File: src/rtl/cvme_pkg.sv
// Controller value message encoder package: codes, controller numbers and
// the descriptor passed from the front end through the queue to the back end.
// No dependencies.
`timescale 1ns / 1ps
`default_nettype none

package cvme_pkg;

  // Input controller kinds
  localparam logic [2:0] KIND_TEMPO    = 3'd0;
  localparam logic [2:0] KIND_CC7      = 3'd1;
  localparam logic [2:0] KIND_CC14     = 3'd2;
  localparam logic [2:0] KIND_NRPN     = 3'd3;
  localparam logic [2:0] KIND_RPN      = 3'd4;
  localparam logic [2:0] KIND_PRESSURE = 3'd5;
  localparam logic [2:0] KIND_BEND     = 3'd6;

  // Output message kinds
  localparam logic [1:0] MSG_TEMPO    = 2'd0;
  localparam logic [1:0] MSG_CC       = 2'd1;
  localparam logic [1:0] MSG_PRESSURE = 2'd2;
  localparam logic [1:0] MSG_BEND     = 2'd3;

  // Controller numbers
  localparam logic [6:0] CC_LSB_OFFSET = 7'h20;
  localparam logic [6:0] CC_NRPN_LSB   = 7'h62;
  localparam logic [6:0] CC_NRPN_MSB   = 7'h63;
  localparam logic [6:0] CC_RPN_LSB    = 7'h64;
  localparam logic [6:0] CC_RPN_MSB    = 7'h65;
  localparam logic [6:0] CC_DATA_MSB   = 7'h06;
  localparam logic [6:0] CC_DATA_LSB   = 7'h26;

  // Configuration register indexes
  localparam logic CFG_TEMPO_LOW  = 1'b0;
  localparam logic CFG_TEMPO_HIGH = 1'b1;

  localparam logic [23:0] TEMPO_LOW_RESET  = 24'd1;
  localparam logic [23:0] TEMPO_HIGH_RESET = 24'hffffff;

  localparam int QUEUE_DEPTH = 4;
  localparam int QUEUE_AW    = $clog2(QUEUE_DEPTH);

  typedef enum logic [2:0] {
    OP_ERROR,
    OP_TEMPO,
    OP_CC7,
    OP_CC14,
    OP_NRPN,
    OP_RPN,
    OP_PRESSURE,
    OP_BEND
  } op_t;

  typedef struct packed {
    op_t                op;
    logic [4:0]         channel;
    logic [13:0]        index;
    logic [23:0]        value;
    logic signed [31:0] moment;
  } desc_t;

  typedef struct packed {
    logic full;
    logic empty;
  } queue_status_t;

endpackage

`default_nettype wire

File: src/rtl/controller_value_message_encoder_top.sv
// Controller value message encoder top level: front end, descriptor queue and
// back end. Depends on cvme_pkg, cvme_front, cvme_queue, cvme_back.
//
// Usage:
//   Input channel: an update (ctl_kind, channel, ctl_index, new_value, moment)
//   transfers when push is high and full is low. Result channel: the oldest
//   message sits on the result ports while empty is low and transfers when
//   pop is high. Configuration: cfg_index 0 writes tempo_low, 1 tempo_high;
//   cfg_ready is always high.
//   Each update yields 1, 2 or 4 results (4 for parameter kinds), the last
//   marked by last_of_run; a value out of range yields one range_error result.
//   The first result of an update passes through the descriptor queue and
//   then the output register. The back end emits one result per cycle while
//   the receiver pops, so the update rate depends on each update's result count.
//   A 4-entry descriptor queue separates input from output: updates keep
//   transferring while the receiver stalls until the queue fills, then full
//   rises; no result is lost or dropped.
//   Reset empties the queue and output register and restores tempo limits
//   to 1 and 16777215.
`timescale 1ns / 1ps
`default_nettype none

module controller_value_message_encoder_top (
  input  wire logic               clk,
  input  wire logic               rst,
  input  wire logic               push,
  output logic                    full,
  input  wire logic [2:0]         ctl_kind,
  input  wire logic [4:0]         channel,
  input  wire logic [13:0]        ctl_index,
  input  wire logic signed [31:0] new_value,
  input  wire logic signed [31:0] moment,
  output logic                    empty,
  input  wire logic               pop,
  output logic [1:0]              msg_kind,
  output logic                    range_error,
  output logic signed [31:0]      out_moment,
  output logic [4:0]              out_channel,
  output logic [6:0]              data_one,
  output logic [23:0]             data_two,
  output logic                    last_of_run,
  input  wire logic               cfg_valid,
  output logic                    cfg_ready,
  input  wire logic               cfg_index,
  input  wire logic [23:0]        cfg_data
);
  import cvme_pkg::*;

  queue_status_t q_status;
  logic          q_write;
  logic          q_read;
  desc_t         q_wdata;
  desc_t         q_rdata;

  assign full = q_status.full;

  cvme_front u_front (
    .clk       (clk),
    .rst       (rst),
    .push      (push),
    .ctl_kind  (ctl_kind),
    .channel   (channel),
    .ctl_index (ctl_index),
    .new_value (new_value),
    .moment    (moment),
    .cfg_valid (cfg_valid),
    .cfg_ready (cfg_ready),
    .cfg_index (cfg_index),
    .cfg_data  (cfg_data),
    .q_status  (q_status),
    .q_write   (q_write),
    .q_wdata   (q_wdata)
  );

  cvme_queue u_queue (
    .clk    (clk),
    .rst    (rst),
    .write  (q_write),
    .wdata  (q_wdata),
    .read   (q_read),
    .rdata  (q_rdata),
    .status (q_status)
  );

  cvme_back u_back (
    .clk         (clk),
    .rst         (rst),
    .desc        (q_rdata),
    .q_status    (q_status),
    .q_read      (q_read),
    .empty       (empty),
    .pop         (pop),
    .msg_kind    (msg_kind),
    .range_error (range_error),
    .out_moment  (out_moment),
    .out_channel (out_channel),
    .data_one    (data_one),
    .data_two    (data_two),
    .last_of_run (last_of_run)
  );

endmodule

`default_nettype wire

File: src/rtl/cvme_front.sv
// Front end: holds the tempo limit registers, range-checks each update and
// turns it into a descriptor for the queue. Depends on cvme_pkg.
`timescale 1ns / 1ps
`default_nettype none

module cvme_front (
  input  wire logic               clk,
  input  wire logic               rst,
  input  wire logic               push,
  input  wire logic [2:0]         ctl_kind,
  input  wire logic [4:0]         channel,
  input  wire logic [13:0]        ctl_index,
  input  wire logic signed [31:0] new_value,
  input  wire logic signed [31:0] moment,
  input  wire logic               cfg_valid,
  output logic                    cfg_ready,
  input  wire logic               cfg_index,
  input  wire logic [23:0]        cfg_data,
  input  wire cvme_pkg::queue_status_t q_status,
  output logic                    q_write,
  output cvme_pkg::desc_t         q_wdata
);
  import cvme_pkg::*;

  logic [23:0] tempo_low;
  logic [23:0] tempo_high;
  logic        neg;
  logic        fits7;
  logic        fits14;
  logic        fits24;
  logic        tempo_ok;

  assign cfg_ready = 1'b1;

  always_ff @(posedge clk) begin
    if (rst) begin
      tempo_low  <= TEMPO_LOW_RESET;
      tempo_high <= TEMPO_HIGH_RESET;
    end else if (cfg_valid) begin
      case (cfg_index)
        CFG_TEMPO_LOW:  tempo_low  <= cfg_data;
        CFG_TEMPO_HIGH: tempo_high <= cfg_data;
        default: ;
      endcase
    end
  end

  assign neg      = new_value[31];
  assign fits7    = !neg && (new_value[30:7] == '0);
  assign fits14   = !neg && (new_value[30:14] == '0);
  assign fits24   = !neg && (new_value[30:24] == '0);
  assign tempo_ok = fits24 && (new_value[23:0] >= tempo_low)
                    && (new_value[23:0] <= tempo_high);

  assign q_write = push && !q_status.full;

  always_comb begin
    q_wdata.channel = channel;
    q_wdata.index   = ctl_index;
    q_wdata.value   = new_value[23:0];
    q_wdata.moment  = moment;
    q_wdata.op      = OP_ERROR;
    case (ctl_kind)
      KIND_TEMPO:    q_wdata.op = tempo_ok ? OP_TEMPO : OP_ERROR;
      KIND_CC7:      q_wdata.op = fits7 ? OP_CC7 : OP_ERROR;
      KIND_CC14:     q_wdata.op = fits14 ? OP_CC14 : OP_ERROR;
      KIND_NRPN:     q_wdata.op = fits14 ? OP_NRPN : OP_ERROR;
      KIND_RPN:      q_wdata.op = fits14 ? OP_RPN : OP_ERROR;
      KIND_PRESSURE: q_wdata.op = fits7 ? OP_PRESSURE : OP_ERROR;
      KIND_BEND:     q_wdata.op = fits14 ? OP_BEND : OP_ERROR;
      default:       q_wdata.op = OP_ERROR;
    endcase
    if (ctl_kind == KIND_TEMPO) begin
      q_wdata.channel = '0;
    end
  end

endmodule

`default_nettype wire

File: src/rtl/cvme_queue.sv
// Descriptor queue between front and back end, QUEUE_DEPTH entries.
// Depends on cvme_pkg.
`timescale 1ns / 1ps
`default_nettype none

module cvme_queue (
  input  wire logic            clk,
  input  wire logic            rst,
  input  wire logic            write,
  input  wire cvme_pkg::desc_t wdata,
  input  wire logic            read,
  output cvme_pkg::desc_t      rdata,
  output cvme_pkg::queue_status_t status
);
  import cvme_pkg::*;

  desc_t                 mem [QUEUE_DEPTH];
  logic [QUEUE_AW-1:0]   wr_ptr;
  logic [QUEUE_AW-1:0]   rd_ptr;
  logic [QUEUE_AW:0]     count;
  logic                  do_write;
  logic                  do_read;

  assign status.full  = (count == (QUEUE_AW+1)'(QUEUE_DEPTH));
  assign status.empty = (count == '0);
  assign do_write     = write && !status.full;
  assign do_read      = read && !status.empty;
  assign rdata        = mem[rd_ptr];

  always_ff @(posedge clk) begin
    if (do_write) begin
      mem[wr_ptr] <= wdata;
    end
  end

  always_ff @(posedge clk) begin
    if (rst) begin
      wr_ptr <= '0;
      rd_ptr <= '0;
      count  <= '0;
    end else begin
      if (do_write) begin
        wr_ptr <= wr_ptr + 1'b1;
      end
      if (do_read) begin
        rd_ptr <= rd_ptr + 1'b1;
      end
      case ({do_write, do_read})
        2'b10:   count <= count + 1'b1;
        2'b01:   count <= count - 1'b1;
        default: count <= count;
      endcase
    end
  end

endmodule

`default_nettype wire

File: src/rtl/cvme_back.sv
// Back end: steps through the head descriptor's messages into the output
// register, one per cycle while it is free or popped. Depends on cvme_pkg.
`timescale 1ns / 1ps
`default_nettype none

module cvme_back (
  input  wire logic               clk,
  input  wire logic               rst,
  input  wire cvme_pkg::desc_t    desc,
  input  wire cvme_pkg::queue_status_t q_status,
  output logic                    q_read,
  output logic                    empty,
  input  wire logic               pop,
  output logic [1:0]              msg_kind,
  output logic                    range_error,
  output logic signed [31:0]      out_moment,
  output logic [4:0]              out_channel,
  output logic [6:0]              data_one,
  output logic [23:0]             data_two,
  output logic                    last_of_run
);
  import cvme_pkg::*;

  logic [1:0]  step;
  logic [1:0]  last_step;
  logic        out_valid;
  logic        load;
  logic        is_last;
  logic [1:0]  kind_c;
  logic        err_c;
  logic [4:0]  ch_c;
  logic [6:0]  d1_c;
  logic [23:0] d2_c;
  logic [6:0]  ilo;
  logic [6:0]  ihi;
  logic [6:0]  vlo;
  logic [6:0]  vhi;

  assign ilo = desc.index[6:0];
  assign ihi = desc.index[13:7];
  assign vlo = desc.value[6:0];
  assign vhi = desc.value[13:7];

  always_comb begin
    case (desc.op)
      OP_CC14:         last_step = 2'd1;
      OP_NRPN, OP_RPN: last_step = 2'd3;
      default:         last_step = 2'd0;
    endcase
  end

  assign is_last = (step == last_step);
  assign load    = !q_status.empty && (!out_valid || pop);
  assign q_read  = load && is_last;
  assign empty   = !out_valid;

  always_comb begin
    kind_c = MSG_CC;
    err_c  = 1'b0;
    ch_c   = desc.channel;
    d1_c   = '0;
    d2_c   = '0;
    case (desc.op)
      OP_ERROR: begin
        kind_c = MSG_TEMPO;
        err_c  = 1'b1;
      end
      OP_TEMPO: begin
        kind_c = MSG_TEMPO;
        ch_c   = '0;
        d2_c   = desc.value;
      end
      OP_CC7: begin
        d1_c = ilo;
        d2_c = {17'd0, vlo};
      end
      OP_CC14: begin
        if (step == 2'd0) begin
          d1_c = ilo;
          d2_c = {17'd0, vhi};
        end else begin
          d1_c = 7'(ilo + CC_LSB_OFFSET);
          d2_c = {17'd0, vlo};
        end
      end
      OP_NRPN, OP_RPN: begin
        case (step)
          2'd0: begin
            d1_c = (desc.op == OP_NRPN) ? CC_NRPN_LSB : CC_RPN_LSB;
            d2_c = {17'd0, ilo};
          end
          2'd1: begin
            d1_c = (desc.op == OP_NRPN) ? CC_NRPN_MSB : CC_RPN_MSB;
            d2_c = {17'd0, ihi};
          end
          2'd2: begin
            d1_c = CC_DATA_MSB;
            d2_c = {17'd0, vhi};
          end
          default: begin
            d1_c = CC_DATA_LSB;
            d2_c = {17'd0, vlo};
          end
        endcase
      end
      OP_PRESSURE: begin
        kind_c = MSG_PRESSURE;
        d2_c   = {17'd0, vlo};
      end
      OP_BEND: begin
        kind_c = MSG_BEND;
        d2_c   = {10'd0, desc.value[13:0]};
      end
      default: begin
        kind_c = MSG_TEMPO;
        err_c  = 1'b1;
      end
    endcase
  end

  always_ff @(posedge clk) begin
    if (rst) begin
      step      <= '0;
      out_valid <= 1'b0;
    end else begin
      if (load) begin
        out_valid <= 1'b1;
        step      <= is_last ? 2'd0 : step + 1'b1;
      end else if (pop) begin
        out_valid <= 1'b0;
      end
    end
  end

  always_ff @(posedge clk) begin
    if (load) begin
      msg_kind    <= kind_c;
      range_error <= err_c;
      out_moment  <= desc.moment;
      out_channel <= ch_c;
      data_one    <= d1_c;
      data_two    <= d2_c;
      last_of_run <= is_last;
    end
  end

endmodule

`default_nettype wire
File: config.mk
export PLATFORM = sky130hd
export DESIGN_NAME = controller_value_message_encoder_top
export DESIGN_NICKNAME = d
export VERILOG_FILES = /design/src/rtl/cvme_pkg.sv /design/src/rtl/controller_value_message_encoder_top.sv /design/src/rtl/cvme_front.sv /design/src/rtl/cvme_queue.sv /design/src/rtl/cvme_back.sv
export SDC_FILE = /design/constraint.sdc
export NUM_CORES = 1
export LEC_CHECK = 0
export BUFFER_PORTS_ARGS = -buffer_cell sky130_fd_sc_hd__buf_4
export CORE_ASPECT_RATIO = 0.6
export CORE_UTILIZATION = 52
export CTS_BUF_LIST = sky130_fd_sc_hd__clkbuf_16
export DETAILED_ROUTE_END_ITERATION = 7
export GPL_ROUTABILITY_DRIVEN = 0
export GPL_TIMING_DRIVEN = 0
export PLACE_DENSITY_LB_ADDON = 0.12
export SETUP_SLACK_MARGIN = 0.02
export SYNTH_ARGS = -nofsm -noshare
export SYNTH_HDL_FRONTEND = slang
export SYNTH_SLANG_ARGS = --single-unit
File: constraint.sdc
create_clock -name clk -period 5.3 [get_ports clk]
set_clock_uncertainty 0.05 [all_clocks]
set_input_delay 0.795 -clock clk [delete_from_list [all_inputs] [get_ports clk]]
set_output_delay 0.795 -clock clk [all_outputs]
set_load 0.01 [all_outputs]
==> flow_summary.ini <==
[synthesis]
synthCells = 1059
synth_nets = 1235
yosys-top-cells-area = edfxtp_1 64%, mux4_2 9.8%, dfxtp_1 6.7%
ys_seq_area_frac = 0.712
ys.warnings.count = 0
synth_top_flop_cell = edfxtp_1
synth_top_area_frac = 0.645
synth.avg_cell_area_um2 = 16.9
synth.top_cells.by_count = 384 x edfxtp_1, 78 x mux4_2, 74 x nand2_1
synth_edf_count = 384
synthDistinctLibCells = 56
syn_area_mm2 = 0.0179
ys_ff_latch = 444
async_reset_ff_frac = 0
synth_top_area_cell = edfxtp_1
synth_most_common_cell = edfxtp_1

[power]
pwr-share-comb = 0.250
p_sw_uw = 2870
seqPwrFrac = 0.473
p_per_area_mw_per_mm2 = 477
pwr-share-clk = 0.277
p_leak_uw = 0.00779
p_sw_frac = 0.282
internal-power_uw = 7280
vdd_ir_drop_max_mv = 0.557

[finish]
diodes = 0
nets = 1471
area_growth_syn_to_layout_pct = 19.0
drive_gt1_frac = 0.266
finalInstanceArea_mm2 = 0.0213

[outcome]
status = finished, final reports clean

[sta]
slew_viol_final = 0
finalHoldViolations = 0
fmax_mhz = 293
tightest_slew_ns = 1.17
layout_setup_ws_ns = 1.89
rsz0062_at_grt = no
fin_crit_sh = 0.643
max_slew_margin = 0.202
fin_crit_ns = 3.41
setup_viol = 0

[cts]
cts_resized = 0
cts_buffer_depth = 3
numCtsBuffers = 41
cts-root-buf = clkbuf_16
htreeDepth = 2
clock_latency_ns = 0.54
post_cts_buffers = 0
cts.clk_slew.worst_paths_ns = 0.06
cts_tree = built
cts_hold_buf = 0
tritoncts_num_sinks = 444

[place]
port_buffers = 188
dpl_cell_area_mm2 = 0.0200
hpwl_um = 26800
dp_slack_ns = 1.59

[die]
fp.dieH_um = 146
fp-row-count = 52
start_util = 0.530
die_w_um = 241
ioPinCount = 191
die_area_mm2 = 0.0352
core_mm2 = 0.0338

[worst_setup_path]
arrival_ns = 3.82
startpoint_type = flop
end_kind = flop
crit_path_max_fanout = 10
required_ns = 5.71
critical_path_class = reg -> reg

[job]
maxCapViolations = 0

[routing]
drt_iter0_markers = 910
route.detailed.drc = 0
wl_um = 39000
drtAntennaViolNets = 0
viasPerCell = 5.65
via_count = 10100
drt-wirelength-per-cell_um = 21.9
firstDrtPassIters = 6

[global_route]
grt_max_degree = 53
grt_first_pass_wirelength_um = 59500
first_global_vias = 9994
gr-total-overflow = 0
grt_usage = 0.228
grt_antenna_before_repair = 2

[hold_path]
hold_path.class = reg -> reg
-- state kept, by name (all words and copies together), names as in the netlist, 3 cells and up, named ones only --
register / count
u_queue.mem: 312
u_back.out_moment: 32
u_back.data_two: 24
u_front.tempo_high: 24
u_front.tempo_low: 24
u_back.data_one: 7
u_back.out_channel: 5
u_queue.count: 3
-- metrics by stage --
stage | power (uW) | std cells | util | TNS, ns | hold slack [ns]
floorplan | 6300 | 1059 | - | 0 | 0.385
global placement | 7400 | 1706 | 0.589 | -0.152 | 0.392
detailed placement | 7440 | 1711 | 0.593 | 0 | 0.397
CTS | 10200 | 1785 | 0.631 | 0 | 0.383
global route | 10600 | 1785 | 0.631 | 0 | 0.381
finish | 10100 | 1785 | 0.631 | 0 | 0.405
-- worst paths after layout --
check | startpoint | end | slack (ns) | cells past startpoint
max reg2reg | flop | u_queue.count[2] | 1.89 | 13
min reg2reg | u_front.tempo_low[9] | u_front.tempo_low[9] | 0.41 | 2
max | flop | u_queue.count[2] | 1.89 | 13
min | u_front.tempo_low[9] | u_front.tempo_low[9] | 0.41 | 2
-- power by group through the flow --
| stage | registers (uW) | logic [uW] | clock network, uW |
|---|---|---|---|
| final | 4800 | 2530 | 2810 |
| after global placement | 4960 | 2440 | 0 |
| after floorplan | 5030 | 1270 | 0 |
| after global routing | 4870 | 2750 | 3000 |
| after CTS | 4820 | 2570 | 2860 |
| after detailed placement | 4880 | 2560 | 0 |
-- critical path, cell delays in order (launching register included) --
cell and delay (ns):
dfxtp_1 0.32, buf_6 0.17, mux4_2 0.61, nand2b_4 0.18, buf_6 0.15, o211ai_4 0.26, and2_4 0.19, buf_6 0.11
ha_1 0.19, inv_1 0.06, fa_1 0.38, xor2_1 0.19, or3_1 0.32, a21oi_1 0.15
-- metal layers --
layer	global-route usage	vias up	wire length [um]
met3	0.0472	46	3170
met5	0	-	13
li1	-	4593	-
met4	0.0421	2	517
met1	0.369	5094	18200
met2	0.322	347	17100
-- logic make-up after synthesis --
family                     count (synthesis)  share of synthesized area
adders and majority gates                 60                     0.0424
AOI/OAI and AO/OA                        142                     0.0541
xor gates and xnor gates                   4                    0.00196
and+or+nand+nor                          210                     0.0610
buffers and inverters                    114                     0.0263
muxes                                     84                      0.102
other                                      1                   0.000210
DFF                                      444                      0.712
-- placed cells by master (no fill, tap or decap), drive strengths merged, types with 5 or more instances in the layout --
cell    instances
edfxtp        384
buf           209
mux4           78
clkbuf         78
inv            77
nand2          74
a21oi          61
dfxtp          60
ha             59
and3           37
a211o          25
nor2           23
nor2b          22
clkinv         14
and2           13
nand4          12
a22oi          11
o21ai          10
a21o            7
o221ai          7
nand3           6
nor3            5
nor4            5
nand2b          5
-- area by class of cell --
class | instances | area, um^2
multi-input combinational | 501 | 4690
fill | 2509 | 12500
tap | 459 | 574
timing repair buffer | 193 | 1550
buffer | 51 | 234
clock buffer | 43 | 1080
sequential | 444 | 12700
inverter | 63 | 239
clock inverter | 31 | 195
(Power assumes the default switching activity.)
